--- config.mk ---
export PLATFORM = sky130hd
export DESIGN_NAME = ascending_integer_sorter
export DESIGN_NICKNAME = d
export VERILOG_FILES = /design/src/rtl/ais_pkg.sv /design/src/rtl/ascending_integer_sorter.sv /design/src/rtl/ais_cell.sv
export SDC_FILE = /design/constraint.sdc
export NUM_CORES = 2
export LEC_CHECK = 0
export BUFFER_PORTS_ARGS = -buffer_cell sky130_fd_sc_hd__buf_2
export CORE_MARGIN = 10
export CORE_UTILIZATION = 58
export CTS_BUF_LIST = sky130_fd_sc_hd__clkbuf_16
export DETAILED_ROUTE_END_ITERATION = 16
export MAX_ROUTING_LAYER = met4
export PLACE_DENSITY = 0.78
export SYNTH_ARGS = -nofsm -noshare
export SYNTH_HDL_FRONTEND = slang
export SYNTH_SLANG_ARGS = --single-unit
--- constraint.sdc ---
create_clock -name i_clk -period 4.78 [get_ports i_clk]
set_input_delay 0.239 -clock i_clk [delete_from_list [all_inputs] [get_ports i_clk]]
set_output_delay 0.239 -clock i_clk [all_outputs]
set_load 0.05 [all_outputs]
--- src/rtl/ais_pkg.sv ---
package ais_pkg;

    localparam int AIS_MAX_ITEMS  = 16;
    localparam int AIS_VALUE_BITS = 32;
    localparam int AIS_FIELD_BITS = 32;

    typedef struct packed {
        logic signed [AIS_FIELD_BITS-1:0] value;
        logic                             last;
    } t_in_item;

    typedef struct packed {
        logic signed [AIS_FIELD_BITS-1:0] sorted_value;
        logic                             end_of_run;
        logic                             overflow;
    } t_out_item;

    // per-cycle command broadcast along the chain
    typedef struct packed {
        logic load;   // insert the presented value
        logic drain;  // shift toward cell 0, one result leaves
    } t_cell_ctl;

endpackage

--- src/rtl/ascending_integer_sorter.sv ---
// channel   direction  handshake                 payload
// input     in         i_in_valid / o_in_stall   i_in_item  (value, last)
// result    out        o_out_valid / i_out_stall o_out_result (sorted_value, end_of_run, overflow)
//
// Loading takes one request per cycle; each value is inserted into the cell chain in the
// cycle it is accepted, or dropped with the overflow flag set if the chain is full. After
// the last request the chain drains from cell 0, one result per cycle, and no request is
// taken until the run is out. A stalled result holds the chain. Reset (synchronous, active low)
// clears the fill count, overflow flag and drain mode; cell contents need no reset.
module ascending_integer_sorter #(
    parameter int MAX_ITEMS  = ais_pkg::AIS_MAX_ITEMS,
    parameter int VALUE_BITS = ais_pkg::AIS_VALUE_BITS
) (
    input  logic               i_clk,
    input  logic               i_rst_n,
    input  logic               i_in_valid,
    output logic               o_in_stall,
    input  ais_pkg::t_in_item  i_in_item,
    output logic               o_out_valid,
    input  logic               i_out_stall,
    output ais_pkg::t_out_item o_out_result
);
    import ais_pkg::*;

    localparam int CW = $clog2(MAX_ITEMS + 1);

    logic [CW-1:0] r_count;
    logic [CW-1:0] n_count;
    logic          r_draining;
    logic          n_draining;
    logic          r_dropped;
    logic          n_dropped;

    logic          w_in_acc;
    logic          w_out_acc;
    logic          w_full;
    logic          w_store;
    logic          w_end;
    t_cell_ctl     w_ctl;

    logic [VALUE_BITS-1:0] w_new_value;
    logic [VALUE_BITS-1:0] w_value [MAX_ITEMS];
    logic                  w_move  [MAX_ITEMS];

    assign o_in_stall  = r_draining;
    assign o_out_valid = r_draining;
    assign w_in_acc    = i_in_valid && !o_in_stall;
    assign w_out_acc   = o_out_valid && !i_out_stall;
    assign w_full      = (r_count == CW'(MAX_ITEMS));
    assign w_store     = w_in_acc && !w_full;
    assign w_end       = (r_count == CW'(1));

    assign w_ctl.load  = w_store;
    assign w_ctl.drain = w_out_acc;

    generate
        if (VALUE_BITS == AIS_FIELD_BITS) begin : g_equal
            assign w_new_value = i_in_item.value;
            assign o_out_result.sorted_value = w_value[0];
        end else if (VALUE_BITS < AIS_FIELD_BITS) begin : g_narrow
            assign w_new_value = i_in_item.value[VALUE_BITS-1:0];
            assign o_out_result.sorted_value =
                {{(AIS_FIELD_BITS - VALUE_BITS){1'b0}}, w_value[0]};
        end else begin : g_wide
            assign w_new_value = {{(VALUE_BITS - AIS_FIELD_BITS){1'b0}}, i_in_item.value};
            assign o_out_result.sorted_value = w_value[0][AIS_FIELD_BITS-1:0];
        end
    endgenerate

    assign o_out_result.end_of_run = w_end;
    assign o_out_result.overflow   = r_dropped;

    genvar gi;
    generate
        for (gi = 0; gi < MAX_ITEMS; gi++) begin : g_cell
            logic                  w_left_move;
            logic [VALUE_BITS-1:0] w_left_value;
            logic [VALUE_BITS-1:0] w_right_value;

            if (gi == 0) begin : g_head
                assign w_left_move  = 1'b0;
                assign w_left_value = w_new_value;
            end else begin : g_body
                assign w_left_move  = w_move[gi-1];
                assign w_left_value = w_value[gi-1];
            end

            if (gi == MAX_ITEMS - 1) begin : g_tail
                assign w_right_value = w_value[gi];
            end else begin : g_inner
                assign w_right_value = w_value[gi+1];
            end

            ais_cell #(
                .VALUE_BITS (VALUE_BITS)
            ) u_cell (
                .i_clk         (i_clk),
                .i_ctl         (w_ctl),
                .i_occupied    (r_count > CW'(gi)),
                .i_new_value   (w_new_value),
                .i_left_move   (w_left_move),
                .i_left_value  (w_left_value),
                .i_right_value (w_right_value),
                .o_move        (w_move[gi]),
                .o_value       (w_value[gi])
            );
        end
    endgenerate

    always_comb begin
        n_count    = r_count;
        n_draining = r_draining;
        n_dropped  = r_dropped;
        if (w_store) begin
            n_count = r_count + CW'(1);
        end else if (w_out_acc) begin
            n_count = r_count - CW'(1);
        end
        if (w_in_acc && w_full) begin
            n_dropped = 1'b1;
        end
        if (w_in_acc && i_in_item.last) begin
            n_draining = 1'b1;
        end
        if (w_out_acc && w_end) begin
            n_draining = 1'b0;
            n_dropped  = 1'b0;
        end
    end

    always_ff @(posedge i_clk) begin
        if (!i_rst_n) begin
            r_count    <= '0;
            r_draining <= 1'b0;
            r_dropped  <= 1'b0;
        end else begin
            r_count    <= n_count;
            r_draining <= n_draining;
            r_dropped  <= n_dropped;
        end
    end

    a_drain_nonempty: assert property (@(posedge i_clk) disable iff (!i_rst_n)
        r_draining |-> (r_count != '0))
        else $error("draining with an empty chain");

    a_count_bound: assert property (@(posedge i_clk) disable iff (!i_rst_n)
        r_count <= CW'(MAX_ITEMS))
        else $error("fill count beyond capacity");

    a_run_closes: assert property (@(posedge i_clk) disable iff (!i_rst_n)
        (w_out_acc && w_end) |=> (!r_draining && r_count == '0 && !r_dropped))
        else $error("state not cleared after the final result");

    a_ascending: assert property (@(posedge i_clk) disable iff (!i_rst_n)
        (w_out_acc && !w_end) |=> ($signed(w_value[0]) >= $signed($past(w_value[0]))))
        else $error("results out of order");

endmodule

--- src/rtl/ais_cell.sv ---
module ais_cell #(
    parameter int VALUE_BITS = ais_pkg::AIS_VALUE_BITS
) (
    input  logic                  i_clk,
    input  ais_pkg::t_cell_ctl    i_ctl,
    input  logic                  i_occupied,
    input  logic [VALUE_BITS-1:0] i_new_value,
    input  logic                  i_left_move,
    input  logic [VALUE_BITS-1:0] i_left_value,
    input  logic [VALUE_BITS-1:0] i_right_value,
    output logic                  o_move,
    output logic [VALUE_BITS-1:0] o_value
);
    import ais_pkg::*;

    logic [VALUE_BITS-1:0] r_value;
    logic [VALUE_BITS-1:0] n_value;

    // the new value belongs at or before this cell: everything from here moves right
    assign o_move = i_ctl.load &&
                    (!i_occupied || ($signed(i_new_value) < $signed(r_value)));

    always_comb begin
        n_value = r_value;
        if (i_ctl.drain) begin
            n_value = i_right_value;
        end else if (o_move) begin
            n_value = i_left_move ? i_left_value : i_new_value;
        end
    end

    always_ff @(posedge i_clk) begin
        r_value <= n_value;
    end

    assign o_value = r_value;

endmodule
==> run metrics <==
status=complete, no violations; antenna violations before repair=3; most frequent cells in the layout=516 x inv_1, 512 x edfxtp_1, 501 x ha_1; Worst VDD drop=~0.37 mV; end of the worst register-to-register path=g_cell[13].u_cell.o_value[0]; first-pass GRT wire length=158000 um; asr flop ratio synth=0; GRT Total Usage=0.267; layout cells sized above 1=0.0720; antenna-violating nets left=0; # IOs=73; Leak=between 0.015 and 0.02 uW; post-synthesis register bit count=519; PortBufs=72; synth warn=0; HPWL Detailed=76700 um; Post-synth EDFFs=a little over 500; Fillers=5138; die outline width=roughly 270 um; maximum fanout along the worst path=64; Max Freq=264 MHz; total grt overflow=0; largest net degree at the start of global routing=129; Hold Vio Cnt, Final=0; Tightest Hold Check Type=input pin to flip-flop; final WL=100000 um; total negative setup slack=0 ns; hold_buf cts=4; crit path kind=flip-flop to flip-flop; drt first pass iters=6; Rel. slew slack=0.233; TritonCTS buffer count=56; area of the mapped netlist=approximately 38000 sq um; CP startpoint=r_count[1]; CP Launch Type=flip-flop; post_cts resized=0; Worst R2R Start=r_count[1]; R2R Setup Slk=between 0.9 and 1 ns; Worst Max-Slew Pin Slew=about 1.2 ns; multi-input logic area=a little under 20000 sq um; Mapped Nets=between 4000 and 5000; Final GP Congestion=0.947; Max Root-Sink Buffers=3; Slew Viols, Final=0; vias post-DR=30634; slack of the critical path=0.987 ns; Die Area=75400 sq um; DP Worst Slack=0.981 ns; Max Clock Skew=approximately 0.025 ns; vias per cell=6.59; DRC viols=0; commonest non-fill, non-tap cell in the layout=inv_1; Crit path required time=roughly 5.2 ns; Netlist cell types=67; top_reg_cell synth=edfxtp_1; PD cells=396 nW/um^2; Critical Path End Type=flip-flop; Clock Pin Slew Worst Setup and Hold Paths=0.06 ns; Worst R2R Path Depth=10; Worst-Skew Late Latency=around 0.64 ns; core box area=around 64000 sq um; unrepaired setup endpoints after global routing=false; critical path endpoint=g_cell[13].u_cell.o_value[0]; vias in the first global route=29462; clock sink count=519; setup bufs post-CTS=0; # nets final=about 4300; Die Y=275 um; row cnt=93; Initial Util=0.584; TritonCTS clock tree=built; critical path arrival=4.18 ns; Gate Count Post-Synth=~3800; max-cap viol count=0; Seq/Total Area, Yosys=0.413; First DRT Iteration DRCs=2954; WL/cell=21.6 um; crit path time final=3.79 ns; H-tree level count=2; Root Driver=clkbuf_16; Syn-to-layout area delta=7.93%; Syn Area/Cell=9.95 sq um; Final setup viols=0; storage element area=~16000 sq um; fin crit share=0.793
==> flip-flops by register name (all words and copies together), names as in the netlist <==
register	count
o_in_stall	1
r_dropped	1
g_cell.u_cell.o_value	512
r_count	5
==> stage by stage <==
step           total power [uW]  cell area [sq um]  hold WS, ns  utilization  instances
4_1_cts                   16100              40600        0.100        0.631       4646
2_1_floorplan             10300              37600        0.358            -       3778
3_3_place_gp              11600              38800        0.472        0.603       4538
3_5_place_dp              11800              38800        0.471        0.603       4538
6_report                  16100              40600        0.148        0.631       4648
5_1_grt                   17000              40600        0.148        0.631       4648
==> synth_stat cells, types with 46 or more instances <==
cell / n / area (sq um)
a221oi_1: 46 / 403
o211ai_1: 51 / 383
a211oi_1: 48 / 360
o21ai_0: 82 / 410
buf_2: 86 / 430
a21o_1: 149 / 1120
nand2_1: 381 / 1430
o221ai_1: 404 / 3540
nand3_1: 203 / 1020
inv_1: 507 / 1900
ha_1: 501 / 6270
nand4_1: 75 / 469
clkbuf_1: 155 / 582
a21oi_1: 151 / 756
edfxtp_1: 512 / 15400
==> routing by layer <==
layer  vias up  wire length, um  track usage  share of wire
met5         -                0            -              0
met4         0             3700       0.0983          0.037
met3       213             7800       0.0329          0.078
met2      1263            45600        0.419           0.45
li1      14484                -            -              -
met1     14674            43200        0.353           0.43
==> kinds of logic after synthesis <==
family	Yosys count	share of synthesized area
compound gates	1052	0.211
xor+xnor	2	0.000466
fa+ha+maj	501	0.167
buf+inv	764	0.0797
flops	519	0.413
mux	37	0.0109
simple gates	903	0.118
==> worst max-delay path, stage by stage, from the launching register on <==
cell and delay, ns:
dfxtp_1 0.39, inv_1 0.16, ha_1 0.19, nor3b_2 0.66, nand2_1 0.16, nand2_2 0.62
buf_4 0.42, a31o_2 0.16, nor3_2 0.05, buf_4 0.33, a221o_1 0.36
==> area by class of cell <==
type | count | share of cell area
Tap cell | 855 | 0.0264
Multi-Input combinational cell | 2495 | 0.474
Timing Repair Buffer | 166 | 0.0277
Sequential cell | 519 | 0.382
Clock inverter | 48 | 0.00832
Antenna cell | 2 | 0.000123
Inverter | 507 | 0.0469
Clock buffer | 56 | 0.0345
==> worst min path at each step <==
stage / depth (start not counted) / start / to
final: 3 / i_out_stall / g_cell[4].u_cell.o_value[0]
after global routing: 2 / i_in_item[15] / g_cell[15].u_cell.o_value[14]
after CTS: 4 / i_in_valid / r_dropped
after detailed placement: 2 / r_dropped / r_dropped
after global placement: 3 / i_in_item[0] / o_in_stall
after floorplan: 2 / i_rst_n / r_count[4]
==> power by group <==
group	switching [uW]	internal [uW]
Clock	1890	2340
Sequential	372	6210
Combinational	3440	1830
Total	5700	10400
Note: power is estimated with default switching activity, not from simulation.
